### src/hw/rtl/u16u8_pkg.sv
// ----------------------------------------------------------------------------
// u16u8_pkg
// Shared types, constants and the code point to UTF-8 byte encoder.
// ----------------------------------------------------------------------------
package u16u8_pkg;

    localparam int CP_W       = 21;  // code points below 0x110000
    localparam int SURR_W     = 10;  // payload bits of a surrogate
    localparam int BYTE_W     = 8;
    localparam int MAX_BYTES  = 6;   // held unit (3) plus a BMP unit (3)
    localparam int CNT_W      = 3;

    localparam logic [5:0]  HIGH_SURR_TAG = 6'b110110;  // 0xD800..0xDBFF
    localparam logic [5:0]  LOW_SURR_TAG  = 6'b110111;  // 0xDC00..0xDFFF
    localparam logic [31:0] CP_LIMIT      = 32'h0011_0000;
    localparam logic [CP_W-1:0] SUPP_BASE = 21'h01_0000;

    localparam logic [7:0] LEAD_1 = 8'h00;
    localparam logic [7:0] LEAD_2 = 8'hC0;
    localparam logic [7:0] LEAD_3 = 8'hE0;
    localparam logic [7:0] LEAD_4 = 8'hF0;
    localparam logic [7:0] CONT   = 8'h80;

    // One queue entry: an optional held high surrogate to flush as 3 bytes,
    // then an optional code point.
    typedef struct packed {
        logic              has_held;
        logic [SURR_W-1:0] held_bits;
        logic              has_cp;
        logic [CP_W-1:0]   cp;
    } job_t;

    typedef struct packed {
        logic [CNT_W-1:0]       len;
        logic [3:0][BYTE_W-1:0] b;    // b[0] goes out first
    } enc_t;

    function automatic enc_t encode_cp(input logic [CP_W-1:0] cp);
        enc_t e;
        e.b = '0;
        if (cp < 21'h00_0080) begin
            e.len  = 3'd1;
            e.b[0] = LEAD_1 | {1'b0, cp[6:0]};
        end
        else if (cp < 21'h00_0800) begin
            e.len  = 3'd2;
            e.b[0] = LEAD_2 | {3'b0, cp[10:6]};
            e.b[1] = CONT | {2'b0, cp[5:0]};
        end
        else if (cp < 21'h01_0000) begin
            e.len  = 3'd3;
            e.b[0] = LEAD_3 | {4'b0, cp[15:12]};
            e.b[1] = CONT | {2'b0, cp[11:6]};
            e.b[2] = CONT | {2'b0, cp[5:0]};
        end
        else begin
            e.len  = 3'd4;
            e.b[0] = LEAD_4 | {5'b0, cp[20:18]};
            e.b[1] = CONT | {2'b0, cp[17:12]};
            e.b[2] = CONT | {2'b0, cp[11:6]};
            e.b[3] = CONT | {2'b0, cp[5:0]};
        end
        return e;
    endfunction

endpackage

### src/hw/rtl/u16u8_front.sv
// ----------------------------------------------------------------------------
// u16u8_front
// Accept code units, pair surrogates and post encode jobs to the queue.
// ----------------------------------------------------------------------------
module u16u8_front
(
    input  logic                  clk,
    input  logic                  rst_n,
    input  logic                  cfg_wr_en,
    input  logic                  cfg_wr_data,
    input  logic                  fire,
    input  logic [31:0]           code_unit,
    input  logic                  last_unit,
    output logic                  push,
    output u16u8_pkg::job_t       job
);

    logic                          wide_reg;
    logic                          held_valid_reg;
    logic                          held_valid_next;
    logic [u16u8_pkg::SURR_W-1:0]  held_bits_reg;
    logic [u16u8_pkg::SURR_W-1:0]  held_bits_next;
    logic [15:0]                   u;
    logic                          is_high;
    logic                          is_low;

    assign u       = code_unit[15:0];
    assign is_high = (u[15:10] == u16u8_pkg::HIGH_SURR_TAG);
    assign is_low  = (u[15:10] == u16u8_pkg::LOW_SURR_TAG);

    always_comb
    begin
        job             = '0;
        held_valid_next = held_valid_reg;
        held_bits_next  = held_bits_reg;
        if (wide_reg)
        begin
            job.has_cp = (code_unit < u16u8_pkg::CP_LIMIT);
            job.cp     = code_unit[u16u8_pkg::CP_W-1:0];
        end
        else if (held_valid_reg && is_low)
        begin
            // join the pair
            job.has_cp      = 1'b1;
            job.cp          = u16u8_pkg::SUPP_BASE + {1'b0, held_bits_reg, u[9:0]};
            held_valid_next = 1'b0;
            held_bits_next  = '0;
        end
        else
        begin
            // flush any held unit, then hold or encode the new one
            job.has_held    = held_valid_reg;
            job.held_bits   = held_bits_reg;
            held_valid_next = 1'b0;
            held_bits_next  = '0;
            if (is_high && !last_unit)
            begin
                held_valid_next = 1'b1;
                held_bits_next  = u[9:0];
            end
            else
            begin
                job.has_cp = 1'b1;
                job.cp     = {5'b0, u};
            end
        end
    end

    assign push = fire && (job.has_held || job.has_cp);

    always_ff @(posedge clk or negedge rst_n)
    begin
        if (!rst_n)
        begin
            wide_reg       <= 1'b0;
            held_valid_reg <= 1'b0;
            held_bits_reg  <= '0;
        end
        else if (cfg_wr_en)
        begin
            wide_reg       <= cfg_wr_data;
            held_valid_reg <= 1'b0;
            held_bits_reg  <= '0;
        end
        else if (fire)
        begin
            held_valid_reg <= held_valid_next;
            held_bits_reg  <= held_bits_next;
        end
    end

endmodule

### src/hw/rtl/u16u8_fifo.sv
// ----------------------------------------------------------------------------
// u16u8_fifo
// Short job queue between the front and back ends.
// ----------------------------------------------------------------------------
module u16u8_fifo
#(
    parameter int DEPTH = 4
)
(
    input  logic              clk,
    input  logic              rst_n,
    input  logic              push,
    input  u16u8_pkg::job_t   push_job,
    input  logic              pop,
    output u16u8_pkg::job_t   head_job,
    output logic              full,
    output logic              empty
);

    localparam int PTR_W = (DEPTH > 1) ? $clog2(DEPTH) : 1;
    localparam int CNT_W = $clog2(DEPTH + 1);

    u16u8_pkg::job_t     mem_reg [DEPTH];
    logic [PTR_W-1:0]    wr_ptr_reg;
    logic [PTR_W-1:0]    rd_ptr_reg;
    logic [CNT_W-1:0]    count_reg;

    assign full     = (count_reg == CNT_W'(DEPTH));
    assign empty    = (count_reg == '0);
    assign head_job = mem_reg[rd_ptr_reg];

    function automatic logic [PTR_W-1:0] bump(input logic [PTR_W-1:0] p);
        return (p == PTR_W'(DEPTH - 1)) ? '0 : p + 1'b1;
    endfunction

    always_ff @(posedge clk)
    begin
        if (push)
        begin
            mem_reg[wr_ptr_reg] <= push_job;
        end
    end

    always_ff @(posedge clk or negedge rst_n)
    begin
        if (!rst_n)
        begin
            wr_ptr_reg <= '0;
            rd_ptr_reg <= '0;
            count_reg  <= '0;
        end
        else
        begin
            if (push)
            begin
                wr_ptr_reg <= bump(wr_ptr_reg);
            end
            if (pop)
            begin
                rd_ptr_reg <= bump(rd_ptr_reg);
            end
            unique case ({push, pop})
                2'b10:   count_reg <= count_reg + 1'b1;
                2'b01:   count_reg <= count_reg - 1'b1;
                default: count_reg <= count_reg;
            endcase
        end
    end

endmodule

### src/hw/rtl/u16u8_back.sv
// ----------------------------------------------------------------------------
// u16u8_back
// Expand one queued job into its UTF-8 bytes and stream them out.
// ----------------------------------------------------------------------------
module u16u8_back
(
    input  logic              clk,
    input  logic              rst_n,
    input  u16u8_pkg::job_t   head_job,
    input  logic              empty,
    output logic              pop,
    output logic              m_tvalid,
    input  logic              m_tready,
    output logic [7:0]        m_tdata,
    output logic              m_tlast
);

    logic [u16u8_pkg::MAX_BYTES-1:0][7:0] buf_reg;
    logic [u16u8_pkg::MAX_BYTES-1:0][7:0] buf_next;
    logic [u16u8_pkg::CNT_W-1:0]          cnt_reg;
    logic [u16u8_pkg::CNT_W-1:0]          cnt_next;
    logic [u16u8_pkg::CNT_W-1:0]          idx_reg;
    logic                                 busy_reg;
    logic                                 at_last;
    logic                                 beat;
    u16u8_pkg::enc_t                      held_enc;
    u16u8_pkg::enc_t                      cp_enc;

    assign held_enc = u16u8_pkg::encode_cp({5'b0, u16u8_pkg::HIGH_SURR_TAG,
                                            head_job.held_bits});
    assign cp_enc   = u16u8_pkg::encode_cp(head_job.cp);

    always_comb
    begin
        buf_next = '0;
        cnt_next = '0;
        if (head_job.has_held)
        begin
            buf_next[0] = held_enc.b[0];
            buf_next[1] = held_enc.b[1];
            buf_next[2] = held_enc.b[2];
            buf_next[3] = cp_enc.b[0];
            buf_next[4] = cp_enc.b[1];
            buf_next[5] = cp_enc.b[2];
            cnt_next    = 3'd3 + (head_job.has_cp ? cp_enc.len : 3'd0);
        end
        else
        begin
            buf_next[0] = cp_enc.b[0];
            buf_next[1] = cp_enc.b[1];
            buf_next[2] = cp_enc.b[2];
            buf_next[3] = cp_enc.b[3];
            cnt_next    = head_job.has_cp ? cp_enc.len : 3'd0;
        end
    end

    assign at_last  = (idx_reg == cnt_reg - 1'b1);
    assign beat     = busy_reg && m_tready;
    assign pop      = !empty && (!busy_reg || (beat && at_last));
    assign m_tvalid = busy_reg;
    assign m_tdata  = buf_reg[idx_reg];
    assign m_tlast  = at_last;

    always_ff @(posedge clk)
    begin
        if (pop)
        begin
            buf_reg <= buf_next;
            cnt_reg <= cnt_next;
        end
    end

    always_ff @(posedge clk or negedge rst_n)
    begin
        if (!rst_n)
        begin
            busy_reg <= 1'b0;
            idx_reg  <= '0;
        end
        else if (pop)
        begin
            busy_reg <= 1'b1;
            idx_reg  <= '0;
        end
        else if (beat)
        begin
            if (at_last)
            begin
                busy_reg <= 1'b0;
                idx_reg  <= '0;
            end
            else
            begin
                idx_reg <= idx_reg + 1'b1;
            end
        end
    end

endmodule

### src/hw/rtl/utf16_to_utf8_encoder_core.sv
// ----------------------------------------------------------------------------
// utf16_to_utf8_encoder_core
// Convert UTF-16 code units or 32-bit code points into a UTF-8 byte stream.
// ----------------------------------------------------------------------------
// Usage:
//   s_* carries one code unit per beat (tdata = code_unit, tlast = last
//   unit of the string). m_* carries one UTF-8 byte per beat, with tlast
//   set on the final byte caused by one input unit.
//   cfg_wr_en/cfg_wr_data write wide_units (0 = UTF-16 with surrogate
//   pairing, 1 = 32-bit code points); a write also drops a held surrogate.
//   Write it only while the block is idle.
// Timing:
//   The front end takes one unit per cycle while the job queue has room and
//   posts a job in the same cycle. The job is registered in the queue, then
//   popped into the back end's byte buffer when that is free, then sent out.
//   The back end sends one byte per cycle while m_tready is high and loads
//   the next job on the beat of the last byte; a job holds 1 to 6 bytes. A
//   unit that is only held, or a code point past U+10FFFF, posts no job. The
//   byte count of each job sets the sustained rate.
// Reset clears the mode, the held surrogate, the queue and the output.
// When the receiver stalls, the current byte holds, the queue fills, and
// s_tready drops once QUEUE_DEPTH jobs wait.
// ----------------------------------------------------------------------------
module utf16_to_utf8_encoder_core
#(
    parameter int QUEUE_DEPTH = 4
)
(
    input  logic        clk,
    input  logic        rst_n,
    input  logic        cfg_wr_en,
    input  logic        cfg_wr_data,   // wide_units
    input  logic        s_tvalid,
    output logic        s_tready,
    input  logic [31:0] s_tdata,       // [31:0] code_unit
    input  logic        s_tlast,       // last_unit
    output logic        m_tvalid,
    input  logic        m_tready,
    output logic [7:0]  m_tdata,       // [7:0] utf8_byte
    output logic        m_tlast        // last_byte
);

    u16u8_pkg::job_t push_job;
    u16u8_pkg::job_t head_job;
    logic            push;
    logic            pop;
    logic            full;
    logic            empty;
    logic            in_fire;

    // accept a unit whenever the queue can take its job
    assign s_tready = !full;
    assign in_fire  = s_tvalid && s_tready;

    u16u8_front u_front
    (
        .clk         (clk),
        .rst_n       (rst_n),
        .cfg_wr_en   (cfg_wr_en),
        .cfg_wr_data (cfg_wr_data),
        .fire        (in_fire),
        .code_unit   (s_tdata),
        .last_unit   (s_tlast),
        .push        (push),
        .job         (push_job)
    );

    u16u8_fifo #(
        .DEPTH (QUEUE_DEPTH)
    ) u_fifo
    (
        .clk      (clk),
        .rst_n    (rst_n),
        .push     (push),
        .push_job (push_job),
        .pop      (pop),
        .head_job (head_job),
        .full     (full),
        .empty    (empty)
    );

    u16u8_back u_back
    (
        .clk      (clk),
        .rst_n    (rst_n),
        .head_job (head_job),
        .empty    (empty),
        .pop      (pop),
        .m_tvalid (m_tvalid),
        .m_tready (m_tready),
        .m_tdata  (m_tdata),
        .m_tlast  (m_tlast)
    );

endmodule

### config.mk
export PLATFORM = sky130hd
export DESIGN_NAME = utf16_to_utf8_encoder_core
export DESIGN_NICKNAME = d
export VERILOG_FILES = /design/src/hw/rtl/u16u8_pkg.sv /design/src/hw/rtl/u16u8_front.sv /design/src/hw/rtl/u16u8_fifo.sv /design/src/hw/rtl/u16u8_back.sv /design/src/hw/rtl/utf16_to_utf8_encoder_core.sv
export SDC_FILE = /design/constraint.sdc
export NUM_CORES = 1
export LEC_CHECK = 0
export BUFFER_PORTS_ARGS = -buffer_cell sky130_fd_sc_hd__buf_4
export CAP_MARGIN = 20
export CORE_MARGIN = 3
export CORE_UTILIZATION = 40
export CTS_CLUSTER_SIZE = 14
export DETAILED_ROUTE_END_ITERATION = 6
export GPL_TIMING_DRIVEN = 0
export PLACE_DENSITY_LB_ADDON = 0.3
export REMOVE_ABC_BUFFERS = 1
export SKIP_LAST_GASP = 1
export SYNTH_ARGS = -nofsm -noshare
export SYNTH_HDL_FRONTEND = slang
export SYNTH_SLANG_ARGS = --single-unit
### constraint.sdc
create_clock -name clk -period 6.45 [get_ports clk]
set_input_delay 0.3225 -clock clk [delete_from_list [all_inputs] [get_ports clk]]
set_output_delay 0.3225 -clock clk [all_outputs]
set_load 0.01 [all_outputs]
# After elaboration in Yosys (flattened, before gate mapping)
# Memory sizes are Yosys's and may differ from the RTL's.
# Cells that the tools add are included.
[totals]
n_memories = 1
output_inout_bits = 11
ff_bits = 74
ram_bits = 132
in_bits = 39
[mem_list]
columns = ["memory", "depth", "word_bits", "read_ports", "rd_clocked_by_memory_dff", "write_ports", "line", "rtl"]
rows = [
  ["u_fifo.mem_reg", 4, 33, 1, 0, 1, "u16u8_fifo.sv:23", "u16u8_pkg::job_t mem_reg [DEPTH];"],
]
[classes]
add_sub_neg = 8
eq_ne = 9
muxes = 40
magnitude_cmp = 5
reduce_logical = 20
[op_table]
columns = ["operator", "count"]
rows = [
  ["22-bit 2-to-1 mux", 4],
  ["10-bit 2-to-1 mux", 5],
  ["32-bit by 21-bit < comparator with 1-bit output, second input constant", 1],
  ["16-bit 2-to-1 mux", 2],
  ["32-bit 2-to-1 mux", 1],
  ["8-bit binary-select mux with 3-bit select", 1],
  ["24-bit 2-to-1 mux", 1],
  ["3-bit 2-to-1 mux", 8],
  ["8-bit 2-to-1 mux", 3],
  ["11-bit 2-to-1 mux", 2],
  ["17-bit by 20-bit adder with 21-bit output, first input constant", 1],
  ["21-bit by 12-bit < comparator with 1-bit output, second input constant", 1],
  ["21-bit by 17-bit < comparator with 1-bit output, second input constant", 1],
  ["21-bit by 8-bit < comparator with 1-bit output, second input constant", 1],
  ["6-bit == test, second input constant", 2],
  ["1-bit 2-to-1 mux", 10],
  ["2-bit nonzero test", 4],
  ["1-bit logical AND", 7],
  ["3-bit by 1-bit adder with 3-bit output, second input constant", 2],
  ["2-bit == test, second input constant", 3],
  ["3-bit one-hot mux with 2 select lines", 1],
  ["3-bit by 1-bit subtractor with 3-bit output, second input constant", 2],
  ["2-bit by 1-bit adder with 2-bit output, second input constant", 2],
  ["1-bit zero test", 4],
  ["10 further kinds", 13],
]

# Depth between registers and ports, before layout
# Gate-level depths: netlist (run 1).
[depth]
ltp_word = 9
depth_mapped = 12
ltp_nobuf = 12

# Modules after synthesis
# From an unflattened synthesis (run 1), not the netlist that was laid out.
[unflattened]
hier_cells = 571
hier_area_um2 = 9053.7
[modules_own_cells]
columns = ["module", "area_per_inst_um2", "cells_each", "instances"]
rows = [
  ["u16u8_fifo", 5232.5, 211, 1],
  ["u16u8_back", 2871.5, 260, 1],
  ["u16u8_front", 939.7, 98, 1],
  ["utf16_to_utf8_encoder_core", 10.0, 2, 1],
]

# Least setup slack after synthesis (run 1)
# Ideal clock, no wire load.
[synth_path]
kind = "flip-flop to flip-flop"
startpoint = "reg u_back.cnt_reg[0] (netlist name)"
endpoint = "reg u_fifo.count_reg[2]"
required_time_ns = 6.371
path_buffers = 0
arrival_time_ns = 5.149
path_stages_with_launch = 13
slack_ns = 1.222
setup_ns = 0.079
synth_period_minus_slack_ns = 5.228
cell_sequence = "edfxtp_1 > inv_1 > ha_1 > xnor2_1 > nor3_1 > nand2_1 > a21oi_1 > ha_1 > inv_1 > fa_1 > xor2_1 > nor2_1 > xor2_1"
[synth_between]
elab_chain_cells = 7
[synth_rtl]
columns = ["item", "line", "rtl"]
rows = [
  ["start: declaration", "u16u8_back.sv:20", "logic [u16u8_pkg::CNT_W-1:0] cnt_reg;"],
  ["start signal: assignment", "u16u8_back.sv:69", "cnt_reg <= cnt_next;"],
  ["3-bit by 1-bit subtractor with 3-bit output *", "u16u8_back.sv:57", "assign at_last = (idx_reg == cnt_reg - 1'b1);"],
  ["3-bit == test *", "u16u8_back.sv:57", ""],
  ["net m_tlast", "utf16_to_utf8_encoder_core.sv:40", "output logic m_tlast"],
  ["1-bit logical AND *", "u16u8_back.sv:59", "assign pop = !empty && (!busy_reg || (beat && at_last));"],
  ["1-bit logical OR *", "u16u8_back.sv:59", ""],
  ["1-bit logical AND *", "u16u8_back.sv:59", ""],
  ["net pop", "utf16_to_utf8_encoder_core.sv:46", "logic pop;"],
  ["2-bit by 1-bit == test with 1-bit output or 2-bit == test (tied branches)", "u16u8_fifo.sv:62", "unique case ({push, pop})"],
  ["3-bit one-hot mux with 2 select lines or 2-bit nonzero test (tied branches)", "-", ""],
  ["end signal: assignment", "u16u8_fifo.sv:63", "2'b10: count_reg <= count_reg + 1'b1;"],
  ["end signal: assignment", "u16u8_fifo.sv:64", "2'b01: count_reg <= count_reg - 1'b1;"],
  ["end signal: assignment", "u16u8_fifo.sv:65", "default: count_reg <= count_reg;"],
  ["end: declaration", "u16u8_fifo.sv:26", "logic [CNT_W-1:0] count_reg;"],
]
# The timed path passes the listed nets; every way through them passes the cells marked *.
# A chain may end at the register's enable or synchronous reset.

# Worst setup path after layout (run 1)
[layout_path]
startpoint = "reg u_fifo.rd_ptr_reg[0]"
endpoint = "reg u_back.buf_reg[44] (netlist name) (data pin)"
[layout_between]
elab_chain_cells = 5
[layout_rtl]
columns = ["item", "line", "rtl"]
rows = [
  ["start: declaration", "u16u8_fifo.sv:25", "logic [PTR_W-1:0] rd_ptr_reg;"],
  ["start signal: assignment", "u16u8_fifo.sv:60", "rd_ptr_reg <= bump(rd_ptr_reg);"],
  ["memory 4 x 33 bit *", "-", ""],
  ["21-bit by 17-bit < comparator with 1-bit output", "u16u8_pkg.sv:50", "else if (cp < 21'h01_0000) begin"],
  ["22-bit 2-to-1 mux", "u16u8_pkg.sv:50", ""],
  ["16-bit 2-to-1 mux", "u16u8_pkg.sv:45", "else if (cp < 21'h00_0800) begin"],
  ["24-bit 2-to-1 mux", "u16u8_pkg.sv:41", "if (cp < 21'h00_0080) begin"],
  ["end signal: assignment", "u16u8_back.sv:68", "buf_reg <= buf_next;"],
  ["end: declaration", "u16u8_back.sv:18", "logic [u16u8_pkg::MAX_BYTES-1:0][7:0] buf_reg;"],
]
# Mark *: on every way between the ends. The rest lies on a longest branch, timed or not.

==> metrics.md, run 1 <==
| Metric | Value |
|---|---|
| Status | `finished, final reports clean` |
| Clock sinks | `~200` |
| Synth cell types | `60` |
| Reg2Reg Depth | `6` |
| Setup CP Type | `flop to flop` |
| Post-synthesis mux area share | `0.129` |
| PostCTS Resize Cnt | `0` |
| FFs w/ async S/R, synth | `0.114` |
| Final nets | `660` |
| Max clock buf depth | `3` |
| Total core area | `21400 µm²` |
| Clock power share | `0.261` |
| Final Hold Vio Count | `0` |
| Vias | `5140` |
| Worst Hold Launch | `cfg_wr_en` |
| CTS buffer count | `22` |
| Syn-to-layout area delta | `17.1%` |
| Routed WL | `18900 µm` |
| Initial Util | `0.416` |
| Sw frac | `0.325` |
| Drt wl/cell | `21.0 µm` |
| Post-synth EDFFs | `178` |
| Hold Path Sink | `u_front.wide_reg$_DFFE_PN0P_` |
| Setup WS pre-CTS | `~2.4 ns` |
| Syn avg cell area | `16.2 µm²` |
| Die Width | `155 µm` |
| Internal | `between 3 and 4 mW` |
| Largest family of logic cells by synthesized area | `multiplexers` |
| Final GP Congestion | `0.824` |
| Post-synthesis sequential area ratio | `0.665` |
| Pwr Total | `around 4.6 mW` |
| Final Setup Violations | `0` |
| Residual DRC | `0` |
| Max Clk Rate | `249 MHz` |
| Ys flop type | `edfxtp_1` |
| Critical R2R Capture | `u_back.buf_reg[44]$_SDFFCE_PN0P_` |
| I/O pins | `50` |
| Final period util | `0.623` |
| Share of layout cells above drive strength 1 | `0.254` |
| Finished layout cell area | `10400 µm²` |
| Sequential power share | `0.405` |
| Worst-margin pin slew | `about 1 ns` |
| Cells after DPL | `860` |
| Row count | `53` |
| First-pass detailed-route iteration total | `5` |
| Post-Synth Adder-Cell Area | `0.0163` |
| First-pass GRT wire length | `30100 µm` |
| Worst-path clk slew | `0.06 ns` |
| Post-synthesis instance total | `551` |
| Simple-Gate Fraction of Synth Area | `0.0768` |
| Pwr Density | `444 nW/µm²` |
| Worst Hold Depth | `2` |
| Worst flop-to-flop path startpoint | `u_fifo.rd_ptr_reg[0]$_DFFE_PN0P_` |
| Global Route Usage Sum | `0.160` |
| Fin cells | `901` |
| DP HPWL | `12800 µm` |
| Die area | `roughly 24000 µm²` |
| Worst setup SP type | `flop` |
| Slew headroom | `0.332` |
| Post-synthesis xor/xnor area fraction | `0.0115` |
| Yosys reg bits | `201` |
| MaxCap Viol Count | `0` |
| Max Slew Vio Count | `0` |
| PortBufs | `just under 50` |
| Crit-path max FO | `21` |
| Skew-Pair Late Insertion Delay | `0.52 ns` |
| Initial DRC count | `535` |
| Worst hold path class | `primary input to flop` |
| Largest register FFs | `132` |
| R2r setup slk | `~2.4 ns` |
| Post-route ant nets | `0` |
| Setup WS post-layout | `~2.4 ns` |
| Logic pwr share | `0.335` |
| Hold_ws | `roughly 0.015 ns` |
| RSZ-0062 raised after global routing | `no` |
| Critical Path AT | `4.28 ns` |
| Total gr overflow | `0` |
| Number of diodes | `0` |
| Layout Utilization | `0.487` |
| Vias in the first global route | `roughly 5300` |
| H-tree depth | `1` |
| Root Buffer | `clkbuf_16` |
| Synthesized cell area | `8900 µm²` |
| Required time of the critical path | `6.71 ns` |
| Vias per inst | `5.70` |
| Complex-gate fraction of the synthesized area | `0.0794` |
| Pin count of the biggest net entering global routing | `33` |
| Critical path capture point type | `flop` |
| Sw power | `1.50 mW` |
| Leakage | `about 3.6 nW` |
| Maximum VDD drop | `0.195 mV` |
| Minimum clock period | `around 4.0 ns` |
| Setup TNS Final | `0 ns` |
| Initial antenna violation count | `0` |
| CTS tree | `yes` |
| Placed cell area | `~9700 µm²` |
| Yosys warns | `0` |
| Clock skew | `0.0169 ns` |
| Die H | `155 µm` |
critical path, cell delays in order, from the launching register on:
cell and delay [ns]:
dfrtp_2 0.78, buf_12 0.29, mux4_1 0.73, nor4_4 0.70
nand4_4 0.20, o21ai_1 0.80, and2b_1 0.26
cell type report:
cell class	count	area [µm²]
Fill cell	1811	11000
Sequential cell	201	5920
Multi-Input combinational cell	306	2810
Clock buffer	28	603
Timing Repair Buffer	59	563
Tap cell	275	344
Clock inverter	12	106
Inverter	20	75.1
cells in the mapped netlist, drive strengths merged, types with 4 or more instances:
library cell | n | area, µm²
dfrtp | 23 | 576
nor2b | 4 | 27.5
ha | 10 | 125
nand2 | 27 | 101
o211ai | 4 | 30.0
nand4 | 4 | 40.0
and2 | 28 | 175
nor4 | 7 | 80.1
clkbuf | 13 | 48.8
nor3 | 13 | 65.1
o41ai | 5 | 43.8
o211a | 5 | 50.1
mux2i | 15 | 150
a211oi | 5 | 47.5
a22o | 17 | 149
nor2 | 18 | 75.1
edfxtp | 178 | 5350
xnor2 | 6 | 52.6
mux4 | 37 | 841
inv | 20 | 75.1
o21ai | 25 | 125
nand3 | 9 | 45.0
o22ai | 7 | 43.8
buf | 11 | 70.1
mux2 | 14 | 158
a21oi | 12 | 60.1
repair_timing:
| item | CTS | global route |
|---|---|---|
| hold buffers | 1 | 0 |
| hold endpoints to repair | 23 | 0 |
| buffers inserted | 0 | 0 |
cells in the final DEF, fill, tap and decap left out, drive strengths merged, types with 13 or more instances in the layout:
cell type and count:
a22o 17, and2 28, buf 58, clkbuf 28, dfrtp 23, edfxtp 178, inv 20, mux2 14
mux2i 15, mux4 37, nand2 27, nor2 18, nor3 13, o21ai 25
layer usage:
layer,up-vias,wire (µm),global-route usage
met5,-,0,0
met4,0,433,0.0421
met3,40,1210,0.0242
met2,215,8910,0.263
met1,2572,8380,0.225
li1,2313,-,-
worst max path at each step:
stage,from,endpoint,slack [ns],depth (start not counted)
6_report,u_fifo.rd_ptr_reg[0]$_DFFE_PN0P_,u_back.buf_reg[44]$_SDFFCE_PN0P_,2.43,6
5_1_grt,u_fifo.rd_ptr_reg[0]$_DFFE_PN0P_,u_back.buf_reg[44]$_SDFFCE_PN0P_,2.09,6
4_1_cts,u_fifo.rd_ptr_reg[0]$_DFFE_PN0P_,u_back.buf_reg[44]$_SDFFCE_PN0P_,2.35,6
3_5_place_dp,u_fifo.rd_ptr_reg[0]$_DFFE_PN0P_,u_back.buf_reg[44]$_SDFFCE_PN0P_,2.37,6
3_3_place_gp,u_back.idx_reg[0]$_DFFE_PN0P_,u_fifo.count_reg[2]$_DFFE_PN0P_,0.06,10
2_1_floorplan,u_back.idx_reg[0]$_DFFE_PN0P_,u_fifo.count_reg[2]$_DFFE_PN0P_,1.06,10
power by group through the flow:
stage,clock [mW],sequential [mW],combinational [mW]
floorplan,0,1.91,0.998
global placement,0,1.99,1.38
detailed placement,0,1.91,1.56
CTS,1.22,1.88,1.57
global route,1.28,1.90,1.69
finish,1.21,1.87,1.55
logic make-up (layout without fill, tap and decap cells):
group | count (synthesis) | count (layout)
compound gates | 99 | 99
fa+ha+maj | 11 | 11
xor+xnor | 10 | 10
simple gates | 120 | 120
buf+inv | 44 | 119
flops | 201 | 201
mux | 66 | 66
No activity file was read; power rests on OpenSTA's default activity.
==> run 2: changes to the inputs <==
--- a/config.mk
+++ b/config.mk
@@ -5,6 +5,7 @@
 export SDC_FILE = /design/constraint.sdc
 export NUM_CORES = 1
 export LEC_CHECK = 0
+export ABC_AREA = 1
 export BUFFER_PORTS_ARGS = -buffer_cell sky130_fd_sc_hd__buf_4
 export CAP_MARGIN = 20
 export CORE_MARGIN = 3
==> constraint.sdc (replaced) <==
create_clock -name clk -period 3.8 [get_ports clk]
set_input_delay 0.19 -clock clk [delete_from_list [all_inputs] [get_ports clk]]
set_output_delay 0.19 -clock clk [all_outputs]
set_load 0.01 [all_outputs]
==> metrics.md, run 2 <==
| Metric | Value |
|---|---|
| Internal | `between 5 and 6 mW` |
| Root Buffer | `clkbuf_16` |
| CP Cell Sequence | `clkinvlp_4 -> nand2_1 -> a21oi_1 -> nand2_1 -> nand2_1 -> nand2_1 -> nor2_4 -> buf_16 -> ha_1 -> inv_1 -> fa_1 -> a21oi_1 -> o21ai_0 -> xnor2_1` |
| Die H | `approximately 160 µm` |
| Yosys reg bits | `~200` |
| CTS buffer count | `22` |
| Vias per inst | `5.13` |
| Pwr Density | `754 nW/µm²` |
| Post-synthesis sequential area ratio | `0.650` |
| Most frequent cells in the layout | `nand2_1, edfxtp_1, nor2_1` |
| Syn-to-layout area delta | `18.5%` |
| Setup WS post-layout | `0.336 ns` |
| Final GP Congestion | `around 0.85` |
| Worst hold path class | `primary input to flop` |
| Worst path max stage delay | `0.69 ns` |
| Layout Utilization | `0.488` |
| Synth cell types | `41` |
| Fin cells | `1249` |
| Max Clk Rate | `approximately 290 MHz` |
| Post-synth top area share | `0.587` |
| Ys flop type | `edfxtp_1` |
| RSZ-0062 raised after global routing | `yes` |
| Commonest non-fill, non-tap cell in the layout | `nand2_1` |
| Initial antenna violation count | `0` |
| Cells after DPL | `roughly 1200` |
| Count leader, synth | `nand2_1` |
| Final Hold Vio Count | `0` |
| First-pass GRT wire length | `32800 µm` |
| CTS tree | `yes` |
| Post-synthesis instance total | `around 890` |
| Setup CP Type | `flop to flop` |
| Initial Util | `0.412` |
| Max Slew Vio Count | `0` |
| Status | `finished, final reports clean` |
| DP HPWL | `14100 µm` |
| Minimum clock period | `3.46 ns` |
| Worst-margin pin slew | `0.913 ns` |
| Vias in the first global route | `6140` |
| Final nets | `1003` |
| Die area | `24600 µm²` |
| Row count | `54` |
| Slew headroom | `0.387` |
| FFs w/ async S/R, synth | `0.114` |
| Crit-path most repeated cell | `nand2_1` |
| Clock power share | `0.248` |
| Initial DRC count | `367` |
| Vias | `between 6000 and 7000` |
| Commonest cells in the synthesized netlist | `nand2_1, edfxtp_1, nor2_1` |
| Pin count of the biggest net entering global routing | `a little under 70` |
| Die Width | `157 µm` |
| Skew-Pair Late Insertion Delay | `0.50 ns` |
| Critical path capture point type | `flop` |
| Largest register FFs | `132` |
| Residual DRC | `0` |
| Leakage | `4.25 nW` |
| Routed WL | `20900 µm` |
| Crit-path max FO | `27` |
| Total gr overflow | `0` |
| Final Setup Violations | `0` |
| Total core area | `22100 µm²` |
| Worst-path clk slew | `around 0.060 ns` |
| I/O pins | `50` |
| Syn avg cell area | `10.2 µm²` |
| Largest cells by area after synthesis | `edfxtp_1, nand2_1, dfrtp_1` |
| MaxCap Viol Count | `0` |
| Global Route Usage Sum | `0.170` |
| Synthesized cell area | `9110 µm²` |
| Slowest cell on crit path | `dfrtp_1` |
| Max clock buf depth | `3` |
| Post-route ant nets | `0` |
| Final period util | `0.912` |
| Pwr Total | `~8.1 mW` |
| Share of layout cells above drive strength 1 | `0.121` |
| First-pass detailed-route iteration total | `5` |
| Number of diodes | `0` |
| Setup WS pre-CTS | `-0.125 ns` |
| Critical Path AT | `between 3 and 4 ns` |
| Clock sinks | `201` |
| Clock skew | `0.0158 ns` |
| Drt wl/cell | `between 15 and 20 µm` |
| Post-synth top area cell | `edfxtp_1` |
| Logic pwr share | `0.371` |
| Post-synth EDFFs | `178` |
| Required time of the critical path | `4.17 ns` |
| H-tree depth | `1` |
| Yosys warns | `0` |
| Worst setup SP type | `flop` |
| Sw frac | `0.376` |
| Sw power | `3.05 mW` |
| Sequential power share | `0.381` |
| PortBufs | `49` |
| Maximum VDD drop | `0.374 mV` |
==> run 2: final cells by class <==
class | instances | area (µm²)
clock buffers | 28 | 604
clock inverters | 12 | 90.1
fillers | 1947 | 11300
inverters | 91 | 350
multi-input cells | 563 | 2720
flip-flops and latches | 201 | 5920
well taps | 280 | 350
repair buffers | 73 | 743
repair inverters | 1 | 5.00
==> run 2: path summary, 6_finish.rpt <==
path	start	endpoint	slack [ns]	depth (start not counted)
min in group asynchronous	rst_n	u_front.held_bits_reg[4]$_DFFE_PN0P_	0.18	2
max in group asynchronous	rst_n	u_fifo.rd_ptr_reg[0]$_DFFE_PN0P_	3.29	2
worst max-delay path	u_back.idx_reg[0]$_DFFE_PN0P_	u_fifo.count_reg[2]$_DFFE_PN0P_	0.34	14
worst max register to register	u_back.idx_reg[0]$_DFFE_PN0P_	u_fifo.count_reg[2]$_DFFE_PN0P_	0.34	14
worst min register to register	u_fifo.count_reg[0]$_DFFE_PN0P_	u_fifo.count_reg[0]$_DFFE_PN0P_	0.52	1
worst min-delay path	s_tdata[20]	u_fifo.mem_reg[2][20]$_DFFE_PP_	0.09	3
==> run 2: worst max-delay path, delay by kind of cell, from the launching register on <==
kind / cells / cell delay (ns)
XOR/XNOR: 1 / 0.14
AND/OR/NAND/NOR: 5 / 0.89
AO/OA/AOI/OAI: 3 / 0.40
flip-flops: 1 / 0.69
buffers and inverters: 3 / 0.68
adder cells (fa/ha/maj): 2 / 0.53
==> run 2: power groups by stage <==
stage / clock network [mW] / registers (mW) / logic (mW)
after floorplan: 0 / 3.13 / 1.82
after global placement: 0 / 3.26 / 2.68
after detailed placement: 0 / 3.14 / 2.97
after CTS: 2.05 / 3.09 / 2.99
after global routing: 2.16 / 3.13 / 3.40
final: 2.01 / 3.10 / 3.02
==> run 2: kinds of logic after synthesis <==
| family | after synthesis | share of synthesized area |
|---|---|---|
| and+or+nand+nor | 407 | 0.185 |
| buffers and inverters | 126 | 0.0559 |
| DFF | 201 | 0.650 |
| xor gates and xnor gates | 8 | 0.00769 |
| muxes | 1 | 0.00110 |
| adders and majority gates | 11 | 0.0159 |
| AOI/OAI and AO/OA | 135 | 0.0845 |
==> run 2: stage by stage <==
step           hold WS [ns]  TNS (ns)  instance area (µm²)
2_1_floorplan        -0.106     -8.54                 8940
3_3_place_gp          0.157   -230.29                 9660
3_5_place_dp          0.159    -0.125                 9900
4_1_cts              0.0717         0                10700
5_1_grt               0.111  -0.00959                10800
6_report             0.0859         0                10800
==> run 2: layer usage <==
layer  wire, µm  track usage
met5          0            0
met2      10100        0.283
met3       1170       0.0263
met1       9310        0.235
met4        380       0.0429
==> run 2: timing repair <==
item,4_1_cts,5_1_grt
pin swaps,0,1
gates cloned,0,2
resized for setup,1,3
setup endpoints to repair,1,6
endpoints found under the hold margin,35,0
buffers inserted,0,0
hold buffers,15,0
==> run 3: changes to the inputs <==
--- a/config.mk
+++ b/config.mk
@@ -8,6 +8,8 @@
 export ABC_AREA = 1
 export BUFFER_PORTS_ARGS = -buffer_cell sky130_fd_sc_hd__buf_4
 export CAP_MARGIN = 20
+export CELL_PAD_IN_SITES_DETAIL_PLACEMENT = 0
+export CELL_PAD_IN_SITES_GLOBAL_PLACEMENT = 1
 export CORE_MARGIN = 3
 export CORE_UTILIZATION = 40
 export CTS_CLUSTER_SIZE = 14
==> metrics.md, run 3 (same netlist as run 2, synthesis figures left out) <==
| Metric | Value |
|---|---|
| CTS buffer count | `21` |
| Final Hold Vio Count | `0` |
| Setup WS pre-CTS | `-0.116 ns` |
| Share of layout cells above drive strength 1 | `0.112` |
| Pin count of the biggest net entering global routing | `approximately 70` |
| Clock sinks | `201` |
| Clock skew | `between 0.01 and 0.015 ns` |
| Skew-Pair Late Insertion Delay | `around 0.50 ns` |
| Final nets | `999` |
| H-tree depth | `1` |
| Setup WS post-layout | `0.283 ns` |
| Initial antenna violation count | `0` |
| Die area | `about 25000 µm²` |
| Setup CP Type | `flop to flop` |
| Max clock buf depth | `3` |
| Final Setup Violations | `0` |
| Worst setup SP type | `flop` |
| Drt wl/cell | `17.1 µm` |
| Global Route Usage Sum | `0.175` |
| Total core area | `22100 µm²` |
| DP HPWL | `14300 µm` |
| Worst hold path class | `primary input to flop` |
| PortBufs | `49` |
| Slowest cell on crit path | `dfrtp_1` |
| First-pass GRT wire length | `33500 µm` |
| First-pass detailed-route iteration total | `5` |
| CP Cell Sequence | `buf_16 -> inv_1 -> buf_16 -> nand3_1 -> nand2_1 -> nand2_1 -> nor2_4 -> nand2_4 -> inv_2 -> nand2_2 -> nand2_1 -> nand2_1 -> ha_1 -> nor2_1 -> xnor2_1` |
| Worst-margin pin slew | `0.784 ns` |
| Leakage | `4.22 nW` |
| Fin cells | `~1200` |
| MaxCap Viol Count | `0` |
| Required time of the critical path | `4.04 ns` |
| Post-route ant nets | `0` |
| Row count | `54` |
| Hold_ws | `just over 0.1 ns` |
| Worst Path Buf+Inv | `4` |
| Commonest non-fill, non-tap cell in the layout | `nand2_1` |
| I/O pins | `50` |
| Final period util | `0.925` |
| Syn-to-layout area delta | `17.5%` |
| Routed WL | `21300 µm` |
| Pwr Density | `752 nW/µm²` |
| Root Buffer | `clkbuf_16` |
| Most frequent cells in the layout | `nand2_1, edfxtp_1, nor2_1` |
| Slew headroom | `0.477` |
| Minimum clock period | `3.52 ns` |
| Status | `finished, final reports clean` |
| Maximum VDD drop | `0.285 mV` |
| Crit path max-delay family | `simple AND/OR/NAND/NOR gates` |
| Vias per inst | `5.09` |
| Max Slew Vio Count | `0` |
| Max Clk Rate | `284 MHz` |
| Number of diodes | `0` |
| Largest register FFs | `132` |
| Critical Path AT | `around 3.8 ns` |
| RSZ-0062 raised after global routing | `no` |
| Residual DRC | `0` |
| Postcts setup bufs | `0` |
| Initial DRC count | `between 300 and 400` |
| Layout Utilization | `0.484` |
| Worst path max stage delay | `approximately 0.51 ns` |
| Worst-path clk slew | `0.06 ns` |
| Cells after DPL | `approximately 1200` |
| Die H | `157 µm` |
| Critical path capture point type | `flop` |
| Final GP Congestion | `0.807` |
| Number of fill cells in the layout | `2016` |
| Crit-path max FO | `25` |
| CTS tree | `yes` |
| Vias | `6326` |
| Vias in the first global route | `5969` |
| Crit-path most repeated cell | `nand2_1` |
| Initial Util | `0.412` |
| Total gr overflow | `0` |
| Die Width | `157 µm` |
-- run 3: timing repair --
item | 4_1_cts | 5_1_grt
pin swaps | 0 | 0
gates resized for setup | 1 | 3
setup endpoints to repair | 6 | 15
endpoints found under the hold margin | 35 | 0
hold buffers | 15 | 0
-- run 3: routing by layer --
layer  vias up  wire length (µm)  track usage
met2       161              9920        0.285
met4         0               424       0.0413
met5         -                 0            0
met1      2964              9930        0.250
li1       3168                 -            -
met3        33               992       0.0254
-- run 3: power breakdown --
part           switching [mW]  total (mW)  internal (mW)
combinational            2.01        2.98          0.969
sequential              0.223        3.11           2.89
clock                   0.800        1.95           1.15
total                    3.03        8.04           5.01
-- run 3: worst register-to-register path: stages, from the launching register on --
cell,delay (ns)
dfrtp_1,0.51
buf_16,0.24
inv_1,0.46
buf_16,0.25
nand3_1,0.11
nand2_1,0.15
nand2_1,0.11
nor2_4,0.23
nand2_4,0.14
inv_2,0.25
nand2_2,0.21
nand2_1,0.13
nand2_1,0.08
ha_1,0.21
nor2_1,0.12
xnor2_1,0.09
-- run 3: final cells by class --
| type | instances | area, µm² | share of cell area |
|---|---|---|---|
| clock buffers | 26 | 544 | 0.0509 |
| clock inverters | 11 | 104 | 0.00971 |
| inverters | 91 | 348 | 0.0325 |
| multi-input cells | 562 | 2720 | 0.254 |
| flip-flops and latches | 201 | 5920 | 0.554 |
| well taps | 280 | 350 | 0.0328 |
| repair buffers | 72 | 708 | 0.0662 |
-- run 3: final timing paths --
kind	start	end	slack [ns]	depth (start not counted)
max	u_fifo.rd_ptr_reg[1]$_DFFE_PN0P_	u_back.cnt_reg[2]$_DFFE_PP_	0.28	15
min reg2reg	u_fifo.count_reg[0]$_DFFE_PN0P_	u_fifo.count_reg[0]$_DFFE_PN0P_	0.50	1
min	s_tdata[17]	u_fifo.mem_reg[1][17]$_DFFE_PP_	0.10	2
max in group asynchronous	rst_n	u_fifo.rd_ptr_reg[0]$_DFFE_PN0P_	3.29	2
min in group asynchronous	rst_n	u_back.idx_reg[1]$_DFFE_PN0P_	0.17	2
max reg2reg	u_fifo.rd_ptr_reg[1]$_DFFE_PN0P_	u_back.cnt_reg[2]$_DFFE_PP_	0.28	15
-- run 3: per-stage QoR --
step	setup TNS (ns)	area [µm²]	total power [mW]
6_report	0	10700	8.04
5_1_grt	0	10700	8.62
4_1_cts	0	10700	8.11
3_5_place_dp	-0.504	9890	6.14
3_3_place_gp	-246.95	9660	5.98
2_1_floorplan	-8.54	8940	4.95
